<file path="src/hdl/s2i64_pkg.sv">
// Shared types, character codes and digit decode for the string to int64 parser.
// Used by s2i64_fsm and string_to_int64_parser; no dependencies.

package s2i64_pkg;

    localparam int unsigned COUNT_W = 8;
    localparam int unsigned BASE_W  = 6;

    typedef logic [COUNT_W-1:0] count_t;
    typedef logic [BASE_W-1:0]  base_t;
    typedef logic [7:0]         char_t;

    localparam count_t COUNT_MAX = 8'd255;

    localparam base_t BASE_AUTO  = 6'd0;
    localparam base_t BASE_MIN   = 6'd2;
    localparam base_t BASE_OCTAL = 6'd8;
    localparam base_t BASE_DEC   = 6'd10;
    localparam base_t BASE_HEX   = 6'd16;
    localparam base_t BASE_MAX   = 6'd36;

    localparam char_t CH_TAB   = 8'h09;
    localparam char_t CH_CR    = 8'h0D;
    localparam char_t CH_SPACE = 8'h20;
    localparam char_t CH_PLUS  = 8'h2B;
    localparam char_t CH_MINUS = 8'h2D;
    localparam char_t CH_ZERO  = 8'h30;
    localparam char_t CH_NINE  = 8'h39;
    localparam char_t CH_UP_A  = 8'h41;
    localparam char_t CH_UP_X  = 8'h58;
    localparam char_t CH_UP_Z  = 8'h5A;
    localparam char_t CH_LO_A  = 8'h61;
    localparam char_t CH_LO_X  = 8'h78;
    localparam char_t CH_LO_Z  = 8'h7A;

    localparam char_t DIGIT_NONE = 8'hFF;

    // Result of one completed string
    typedef struct packed {
        logic signed [63:0] value;
        count_t             count;
        logic               error;
    } s2i64_result_t;

    // Digit value 0..35 of a character, DIGIT_NONE for anything else
    function automatic char_t digit_value(input char_t c);
        char_t d;
        d = DIGIT_NONE;
        if (c >= CH_ZERO && c <= CH_NINE)
        begin
            d = c - CH_ZERO;
        end
        else if (c >= CH_UP_A && c <= CH_UP_Z)
        begin
            d = c - CH_UP_A + 8'd10;
        end
        else if (c >= CH_LO_A && c <= CH_LO_Z)
        begin
            d = c - CH_LO_A + 8'd10;
        end
        return d;
    endfunction

endpackage

</file>
<file path="src/hdl/string_to_int64_parser.sv">
// String to signed 64-bit integer parser, one character per request.
// The result of a final character is registered once the result slot is free.
// Throughput: one character per cycle, save a final character facing a full slot;
// the result register lets the next string go on while a result awaits out_ready.
// Reset (rst_n, async, active low): parse state cleared, number_base = 0 (auto).
// Depends on s2i64_pkg and s2i64_fsm.

module string_to_int64_parser (
    input  logic                      clk,
    input  logic                      rst_n,
    input  logic                      cfg_valid,
    output logic                      cfg_ready,
    input  s2i64_pkg::base_t          number_base,
    input  logic                      in_valid,
    output logic                      in_ready,
    input  s2i64_pkg::char_t          char_code,
    input  logic                      last_char,
    output logic                      out_valid,
    input  logic                      out_ready,
    output logic signed [63:0]        value,
    output s2i64_pkg::count_t         consumed_count,
    output logic                      base_error
);
    import s2i64_pkg::*;

    base_t         base_cfg_reg;
    logic          in_valid_reg;
    char_t         char_reg;
    logic          last_reg;
    logic          out_valid_reg;
    s2i64_result_t result_reg;
    s2i64_result_t result;
    logic          out_free;
    logic          step;

    assign out_free = !out_valid_reg || out_ready;
    // a final character needs a free result slot, others advance at once
    assign step     = in_valid_reg && (!last_reg || out_free);
    assign in_ready = !in_valid_reg || step;
    assign cfg_ready = 1'b1;

    s2i64_fsm u_fsm (
        .clk         (clk),
        .rst_n       (rst_n),
        .step        (step),
        .char_code   (char_reg),
        .last_char   (last_reg),
        .number_base (base_cfg_reg),
        .result      (result)
    );

    always_ff @(posedge clk or negedge rst_n)
    begin
        if (!rst_n)
        begin
            base_cfg_reg  <= BASE_AUTO;
            in_valid_reg  <= 1'b0;
            out_valid_reg <= 1'b0;
        end
        else
        begin
            if (cfg_valid && cfg_ready)
            begin
                base_cfg_reg <= number_base;
            end
            if (in_ready)
            begin
                in_valid_reg <= in_valid;
            end
            if (step && last_reg)
            begin
                out_valid_reg <= 1'b1;
            end
            else if (out_ready)
            begin
                out_valid_reg <= 1'b0;
            end
        end
    end

    always_ff @(posedge clk)
    begin
        if (in_ready && in_valid)
        begin
            char_reg <= char_code;
            last_reg <= last_char;
        end
        if (step && last_reg)
        begin
            result_reg <= result;
        end
    end

    assign out_valid      = out_valid_reg;
    assign value          = result_reg.value;
    assign consumed_count = result_reg.count;
    assign base_error     = result_reg.error;

`ifndef SYNTHESIS
    a_error_zeroes: assert property (@(posedge clk) disable iff (!rst_n)
        out_valid && base_error |-> value == '0 && consumed_count == '0)
        else $error("base error result carries nonzero value or count");

    a_result_source: assert property (@(posedge clk) disable iff (!rst_n)
        !out_valid_reg && !(step && last_reg) |=> !out_valid_reg)
        else $error("result appeared without a final character");

    a_pending_holds: assert property (@(posedge clk) disable iff (!rst_n)
        in_valid_reg && !step |=> in_valid_reg && $stable(char_reg) && $stable(last_reg))
        else $error("pending character dropped or changed");
`endif

endmodule

</file>
<file path="src/hdl/s2i64_fsm.sv">
// Parse state machine: whitespace, sign, prefix and digit accumulation,
// one character per strobe. Depends on s2i64_pkg.

module s2i64_fsm (
    input  logic                    clk,
    input  logic                    rst_n,
    input  logic                    step,
    input  s2i64_pkg::char_t        char_code,
    input  logic                    last_char,
    input  s2i64_pkg::base_t        number_base,
    output s2i64_pkg::s2i64_result_t result
);
    import s2i64_pkg::*;

    typedef enum logic [2:0] {
        PH_SKIP,
        PH_SIGN,
        PH_ZERO,
        PH_DIGITS,
        PH_DONE
    } phase_t;

    phase_t      phase_reg, phase_next;
    logic        neg_reg, neg_next;
    logic [63:0] acc_reg, acc_next;
    base_t       base_reg, base_next;
    count_t      count_reg, count_next;

    char_t       digit;
    base_t       digit_base;
    base_t       auto_base;
    base_t       end_base;
    logic        take_digit;
    logic [1:0]  inc;
    logic [8:0]  count_sum;
    logic [8:0]  end_sum;
    count_t      end_count;
    logic        end_error;
    logic [63:0] product;

    assign digit     = digit_value(char_code);
    assign auto_base = (number_base == BASE_AUTO) ? BASE_DEC : number_base;
    assign product   = acc_reg * 64'(digit_base);

    always_comb
    begin
        phase_next = phase_reg;
        neg_next   = neg_reg;
        acc_next   = acc_reg;
        base_next  = base_reg;
        take_digit = 1'b0;
        digit_base = base_reg;
        inc        = 2'd0;

        case (phase_reg)
            PH_SKIP, PH_SIGN:
            begin
                if (phase_reg == PH_SKIP && (char_code == CH_SPACE ||
                    (char_code >= CH_TAB && char_code <= CH_CR)))
                begin
                    inc = 2'd1;
                end
                else if (phase_reg == PH_SKIP &&
                         (char_code == CH_MINUS || char_code == CH_PLUS))
                begin
                    neg_next   = (char_code == CH_MINUS);
                    inc        = 2'd1;
                    phase_next = PH_SIGN;
                end
                else if (char_code == CH_ZERO &&
                         (number_base == BASE_AUTO || number_base == BASE_HEX))
                begin
                    // hold the zero until the next character decides the prefix
                    base_next  = number_base;
                    phase_next = PH_ZERO;
                end
                else
                begin
                    base_next  = auto_base;
                    phase_next = PH_DIGITS;
                    take_digit = 1'b1;
                    digit_base = auto_base;
                end
            end
            PH_ZERO:
            begin
                phase_next = PH_DIGITS;
                if (char_code == CH_LO_X || char_code == CH_UP_X)
                begin
                    base_next = BASE_HEX;
                    inc       = 2'd2;
                end
                else
                begin
                    base_next  = (base_reg == BASE_AUTO) ? BASE_OCTAL : base_reg;
                    inc        = 2'd1;
                    take_digit = 1'b1;
                    digit_base = (base_reg == BASE_AUTO) ? BASE_OCTAL : base_reg;
                end
            end
            PH_DIGITS:
            begin
                take_digit = 1'b1;
            end
            default:
            begin
                phase_next = phase_reg;
            end
        endcase

        if (take_digit)
        begin
            if (digit < {2'b00, digit_base})
            begin
                acc_next = product + 64'(digit);
                inc      = inc + 2'd1;
            end
            else
            begin
                phase_next = PH_DONE;
            end
        end

        count_sum  = {1'b0, count_reg} + 9'(inc);
        count_next = (count_sum > {1'b0, COUNT_MAX}) ? COUNT_MAX : count_sum[7:0];
    end

    // Finish: a lone pending zero is consumed, otherwise check the resolved base
    always_comb
    begin
        end_sum  = {1'b0, count_next} + 9'd1;
        end_base = base_next;
        if (phase_next == PH_SKIP || phase_next == PH_SIGN)
        begin
            end_base = auto_base;
        end

        if (phase_next == PH_ZERO)
        begin
            end_error = 1'b0;
            end_count = (end_sum > {1'b0, COUNT_MAX}) ? COUNT_MAX : end_sum[7:0];
        end
        else
        begin
            end_error = (end_base < BASE_MIN) || (end_base > BASE_MAX);
            end_count = count_next;
        end

        result.error = end_error;
        result.count = end_error ? '0 : end_count;
        result.value = end_error ? '0 : (neg_next ? -acc_next : acc_next);
    end

    always_ff @(posedge clk or negedge rst_n)
    begin
        if (!rst_n)
        begin
            phase_reg <= PH_SKIP;
            neg_reg   <= 1'b0;
            acc_reg   <= '0;
            base_reg  <= '0;
            count_reg <= '0;
        end
        else if (step)
        begin
            if (last_char)
            begin
                phase_reg <= PH_SKIP;
                neg_reg   <= 1'b0;
                acc_reg   <= '0;
                base_reg  <= '0;
                count_reg <= '0;
            end
            else
            begin
                phase_reg <= phase_next;
                neg_reg   <= neg_next;
                acc_reg   <= acc_next;
                base_reg  <= base_next;
                count_reg <= count_next;
            end
        end
    end

`ifndef SYNTHESIS
    a_clear_after_last: assert property (@(posedge clk) disable iff (!rst_n)
        step && last_char |=> phase_reg == PH_SKIP && acc_reg == '0 && count_reg == '0)
        else $error("parse state not cleared after final character");

    a_done_holds: assert property (@(posedge clk) disable iff (!rst_n)
        phase_reg == PH_DONE && step && !last_char |=> phase_reg == PH_DONE &&
        $stable(acc_reg) && $stable(count_reg))
        else $error("state changed after digits ended");

    a_zero_base: assert property (@(posedge clk) disable iff (!rst_n)
        phase_reg == PH_ZERO |-> base_reg == BASE_AUTO || base_reg == BASE_HEX)
        else $error("pending zero held with a base other than auto or hex");
`endif

endmodule
</file>
<file path="config.mk">
export PLATFORM = sky130hd
export DESIGN_NAME = string_to_int64_parser
export DESIGN_NICKNAME = d
export VERILOG_FILES = /design/src/hdl/s2i64_pkg.sv /design/src/hdl/string_to_int64_parser.sv /design/src/hdl/s2i64_fsm.sv
export SDC_FILE = /design/constraint.sdc
export NUM_CORES = 1
export LEC_CHECK = 0
export BUFFER_PORTS_ARGS = -buffer_cell sky130_fd_sc_hd__buf_2
export CORE_UTILIZATION = 35
export CTS_CLUSTER_DIAMETER = 100
export DETAILED_ROUTE_END_ITERATION = 16
export PLACE_DENSITY = 0.52
export RECOVER_POWER = 50
export SLEW_MARGIN = 20
export SYNTH_ARGS = -nofsm -noshare
export SYNTH_HDL_FRONTEND = slang
export SYNTH_HIERARCHICAL = 1
export SYNTH_SLANG_ARGS = --single-unit
</file>
<file path="constraint.sdc">
create_clock -name clk -period 9.9 [get_ports clk]
set_input_delay 1.98 -clock clk [delete_from_list [all_inputs] [get_ports clk]]
set_output_delay 1.98 -clock clk [all_outputs]
set_load 0.03 [all_outputs]
</file>
# After elaboration in Yosys (flattened, before gate mapping)
# Index checks and enable logic that the tools add are counted.
[word_totals] elab_cells=127 output_inout_bits=76 inputBits=20 regBits=172
[classes] mul=1 n_reduce_logical=28 order_cmp=13 addsub=10 n_eq_ne=12 muxes=50
[ops] cell="$mux W64" n=4
[ops] cell="$mux W6" n=12
[ops] cell="$add A64 B8 Y64" n=1
[ops] cell="$mul A64 B6 Y64" n=1
[ops] cell="$neg A64 Y64" n=1
[ops] cell="$mux W8" n=7
[ops] cell="$eq A8 B6 Y1 const B" n=4
[ops] cell="$pmux W6 S2" n=2
[ops] cell="$gt A9 B8 Y1 const B" n=2
[ops] cell="$add A8 B4 Y8 const B" n=2
[ops] cell="$eq A8 B7 Y1 const B" n=2
[ops] cell="$ge A8 B7 Y1 const B" n=2
[ops] cell="$le A8 B7 Y1 const B" n=2
[ops] cell="$sub A8 B7 Y8 const B" n=2
[ops] cell="$mux W3" n=5
[ops] cell="$mux W1" n=13
[ops] cell="$logic_not A6 Y1" n=2
[ops] cell="$logic_and A1 B1 Y1" n=10
[ops] cell="$add A8 B1 Y9 const B" n=1
[ops] cell="$add A8 B2 Y9" n=1
[ops] cell="$eq A3 B2 Y1 const B" n=3
[ops] cell="$logic_or A1 B1 Y1" n=9
[ops] cell="$ge A8 B4 Y1 const B" n=1
[ops] cell="$ge A8 B6 Y1 const B" n=1
[ops] cell="other kinds (17)" n=24

# Logic depth before layout (Yosys ltp)
[logic_depth] ltp_word=17 depth_mapped=39 depth_no_buf=31

# Modules after synthesis
# The synthesis kept the hierarchy.
[by_module_without_submodules] mod="s2i64_fsm" instances=1 area_per_inst_um2=20713.6 cells_each=2627 seq_area_each_um2=2052.0
[by_module_without_submodules] mod="string_to_int64_parser" instances=1 area_per_inst_um2=2847.7 cells_each=107 seq_area_each_um2=2662.6

# Worst setup path after synthesis
# Ideal clock, no wire load.
[synth_timing] path_kind="flip-flop to flip-flop" startpoint="register char_reg[5]" endpoint="register result_reg (netlist bit value[58]) (data pin)" setup_ns=0.262 required_ns=9.638 slack_ns=1.245 path_buffers=3 path_stages_with_launch=32 arrival_ns=8.393 synth_period_minus_slack_ns=8.655 cell_sequence="edfxtp_1 clkbuf_1 inv_1 ha_1 a21o_1 a22oi_1 nor3_1 nor3_1 nor2_1 or2_2 clkinv_1 clkbuf_1 nor2_1 fa_1 fa_1 fa_1 inv_1 fa_1 inv_1 ha_1 clkbuf_1 o211a_1 o31ai_2 a21oi_1 a31oi_1 xnor2_1 or4_4 o41ai_1 or3b_1 or3_4 o21ai_1 mux2_1"
[synth_via] elab_chain_cells=15 word_cells_on_any_way=72 classes_between="7 x add/sub; 1 x mul; 11 x order compare; 8 x eq/ne; 32 x mux; 13 x reduce/logical"
[synth_rtl] item="start: declaration" line="string_to_int64_parser.sv:28" source="char_t char_reg;"
[synth_rtl] item="start signal: assignment" line="string_to_int64_parser.sv:85" source="char_reg <= char_code;"
[synth_rtl] item="parallel branches: the longest is 15 deep, another holds $mul A64 B6 Y64"
[synth_rtl] item="end signal: assignment" line="string_to_int64_parser.sv:90" source="result_reg <= result;"
[synth_rtl] item="end: declaration" line="string_to_int64_parser.sv:31" source="s2i64_result_t result_reg;"
# Parallel ways; which one is timed is not known.
# A chain may end at the register's enable or synchronous reset.

# Worst setup path in the final report
[layout_timing] startpoint="register char_reg[0]" endpoint="register result_reg (netlist bit value[63]) (data pin)"
# The elaborated chain is that of the path after synthesis.

==> flow_metrics.tcl <==
set metrics [dict create \
    status "finished, violations left" \
    violations "capacitance limit, slew limit" \
    drive_gt1_share_pct 6.70 \
    grt_busiest_layer "met2" \
    placed_area_mm2 0.0250 \
    slew_viol_final 154 \
    hold_viol_final 0 \
    hpwlAfterDp_um 66500 \
    synthCells 2734 \
    min_to "u_fsm/count_reg[0]" \
    max_stage_delay_ns 0.60 \
    syn_area_per_cell_um2 8.62 \
    stdcell_count 3639 \
    ys_async_sr_fraction_pct 52.3 \
    ir_drop_mv 0.238 \
    regToRegStartpoint "char_reg[0]" \
    hold-path-cell-count 2 \
    hold_path.class "flip-flop to flip-flop" \
    crit_type "flip-flop to flip-flop" \
    fill_cells 6776 \
    viasPerCell 5.93 \
    fmax_mhz 105 \
    clock-root-buffer "clkbuf_16" \
    worstPathMaxFanout 10 \
    worst_slew_pin_slew_ns 4.05 \
    dp.cells 3605 \
    synth-seq-cells 172 \
    io_buffers 94 \
    relSlewSlack_pct -170 \
    end_kind "flip-flop" \
    clockBufferDepth 2 \
    rrSetupSlack_ns 0.39 \
    cts-htree-levels 4 \
    rows 94 \
    synth_edf_count 82 \
    path_clk_slew_ns 0.08 \
    holdBufCountCts 0 \
    reg2reg_to "value[63]" \
    start_util_pct 35.6 \
    grt_overflow 0 \
    final_area_mm2 0.0256 \
    grt_max_degree 88 \
    clkLatencyLatePin_ns 0.46 \
    antenna_cells 0 \
    seq_area_mm2 0.00471 \
    required_ns 10.11 \
    wire_per_inst_um 23.6 \
    p_per_area_mw_per_mm2 197 \
    met1_usage_pct 35.3 \
    die_area_mm2 0.0684 \
    multi_input_area_mm2 0.0176 \
    die_x_um 261 \
    grt_first_pass_wirelength_um 132000 \
    drtAntennaViolNets 0 \
    track_usage_pct 25.3 \
    p_leak_uw 0.0114 \
    vias 21600 \
    skew_ns 0.0214 \
    dieHeight_um 261 \
    nNetsFinal 3171 \
    area_growth_pct 8.52 \
    use_met3_pct 3.33 \
    holdCritStartpoint "u_fsm/count_reg[0]" \
    post-route-period-util_pct 96.0 \
    synth_area_mm2 0.0236 \
    clock-sinks 172 \
    antenna_found_initial 3 \
    seq_area_frac_synth_pct 20.0 \
    syn_nets 3143 \
    numCtsBuffers 17 \
    period_minus_slack_ns 9.51 \
    start_kind "flip-flop" \
    netlist-cell-type-count 107 \
    drc_errors 0 \
    ioPinCount 96 \
    dr.first_iter.drc_count 1906 \
    firstDrtPassIters 6 \
    finalSetupViolCount 0 \
    grt_pass1_vias 21500 \
    ys_warn_count 6 \
    cts_tree "yes" \
    gp_congestion 0.954 \
    worstRegToRegCells 30 \
    grt.met2_usage_pct 40.7 \
    drv_cap 3 \
    ys.flop_type "dfrtp_1" \
    timing.hold.ws_ns 0.543 \
    wirelength_um 85700 \
    critPathArrivalTime_ns 9.72 \
    crit_path_frequent_cell "fa_1" \
    crit_slowest_cell "or4_4" \
    coreArea_mm2 0.0662 \
]
power breakdown:
part	internal (uW)	switching [uW]	total, uW
registers	836	79.3	915
clock network	363	354	717
logic	1040	2370	3410
worst max-delay path: cells and delay by family (launching register included):
kind	cells	cell delay, ns
and+or+nand+nor	9	2.77
AOI/OAI and AO/OA	8	1.99
buffers and inverters	5	0.78
DFF	1	0.49
xor gates and xnor gates	1	0.20
adders and majority gates	6	2.67
muxes	1	0.34
Yosys cell counts (all sizes together) (13+ instances only):
| cell type | count | share of area, % |
|---|---|---|
| nand4 | 38 | 1.0 |
| nor2b | 21 | 0.59 |
| or3 | 28 | 0.76 |
| o22ai | 74 | 2.0 |
| a21oi | 152 | 3.2 |
| clkbuf | 107 | 1.7 |
| o211ai | 17 | 0.54 |
| nor4 | 30 | 0.86 |
| nand2b | 13 | 0.35 |
| a211oi | 21 | 0.69 |
| xor2 | 29 | 1.1 |
| nand3 | 45 | 0.98 |
| o21ai | 96 | 2.1 |
| a22oi | 14 | 0.45 |
| edfxtp | 82 | 10 |
| nor3 | 64 | 1.4 |
| mux2 | 20 | 1.1 |
| o21a | 22 | 0.70 |
| o31ai | 22 | 0.86 |
| a21o | 47 | 1.5 |
| a31oi | 34 | 0.90 |
| dfrtp | 90 | 9.6 |
| buf | 39 | 0.94 |
| fa | 243 | 21 |
| xnor2 | 65 | 2.4 |
| inv | 192 | 3.1 |
| mux2i | 35 | 1.5 |
| nand2 | 205 | 3.3 |
| ha | 146 | 7.8 |
| and2 | 95 | 2.5 |
| nor2 | 417 | 6.6 |
| and3 | 25 | 0.66 |
cell families (layout without fill, tap and decap cells):
logic type / Yosys count / count (layout) / synth area share [%]
DFF: 172 / 172 / 20.0
buffers and inverters: 344 / 385 / 5.80
and+or+nand+nor: 1039 / 1039 / 21.1
adders and majority gates: 390 / 390 / 28.4
muxes: 55 / 55 / 2.54
other: 1 / 1 / 0.0159
AOI/OAI and AO/OA: 637 / 637 / 18.4
xor gates and xnor gates: 96 / 96 / 3.69
how the worst max path moves through the flow:
stage | endpoint | start | slack, ns
floorplan | value[58] | char_reg[5] | 1.24
global placement | value[58] | char_reg[1] | 0.21
detailed placement | value[58] | char_reg[1] | 0.06
CTS | value[58] | char_reg[1] | 0.12
global route | value[62] | char_reg[0] | -0.02
finish | value[63] | char_reg[0] | 0.39
through the flow:
step / TNS [ns] / total power (uW) / setup WS, ns / utilization, %
final: 0 / 5040 / 0.391 / 38.6
after global routing: -0.0364 / 5380 / -0.0184 / 38.6
after CTS: 0 / 4980 / 0.124 / 38.7
after detailed placement: 0 / 4230 / 0.0627 / 37.8
after global placement: 0 / 4220 / 0.209 / 37.7
after floorplan: 0 / 3110 / 1.24 / -
layout by cell type (no fill, tap or decap), types with 28 or more instances in the layout:
| cell | netlist | routed |
|---|---|---|
| a21o_1 | 47 | 47 |
| xnor2_1 | 65 | 64 |
| edfxtp_1 | 82 | 82 |
| dfrtp_1 | 90 | 90 |
| nor4_1 | 29 | 28 |
| a21oi_1 | 152 | 149 |
| o21ai_0 | 89 | 89 |
| and2_1 | 95 | 94 |
| nand3_1 | 44 | 44 |
| mux2i_1 | 35 | 34 |
| a31oi_1 | 34 | 31 |
| fa_1 | 243 | 243 |
| nand2_1 | 204 | 204 |
| o22ai_1 | 74 | 74 |
| ha_1 | 146 | 146 |
| nor2_1 | 417 | 415 |
| clkbuf_1 | 107 | 79 |
| xor2_1 | 29 | 29 |
| buf_4 | 4 | 56 |
| nand4_1 | 38 | 38 |
| inv_1 | 190 | 189 |
| nor3_1 | 61 | 60 |
routing by layer:
layer	vias up	share of wire (%)
li1	9662	-
met1	10900	45
met2	912	45
met3	139	7.2
met4	0	2.8
met5	-	0
cell type report:
class / count / area share (%)
repair buffers: 155 / 3.27
clock buffers: 17 / 1.66
multi-input cells: 2218 / 68.8
flip-flops and latches: 172 / 18.4
inverters: 198 / 2.93
clock inverters: 15 / 0.680
well taps: 864 / 4.23
repair_timing:
item,4_1_cts,5_1_grt
buffers inserted,0,2
resized for setup,0,23
setup endpoints to repair,0,32
Power figures use the tool's default switching activity.
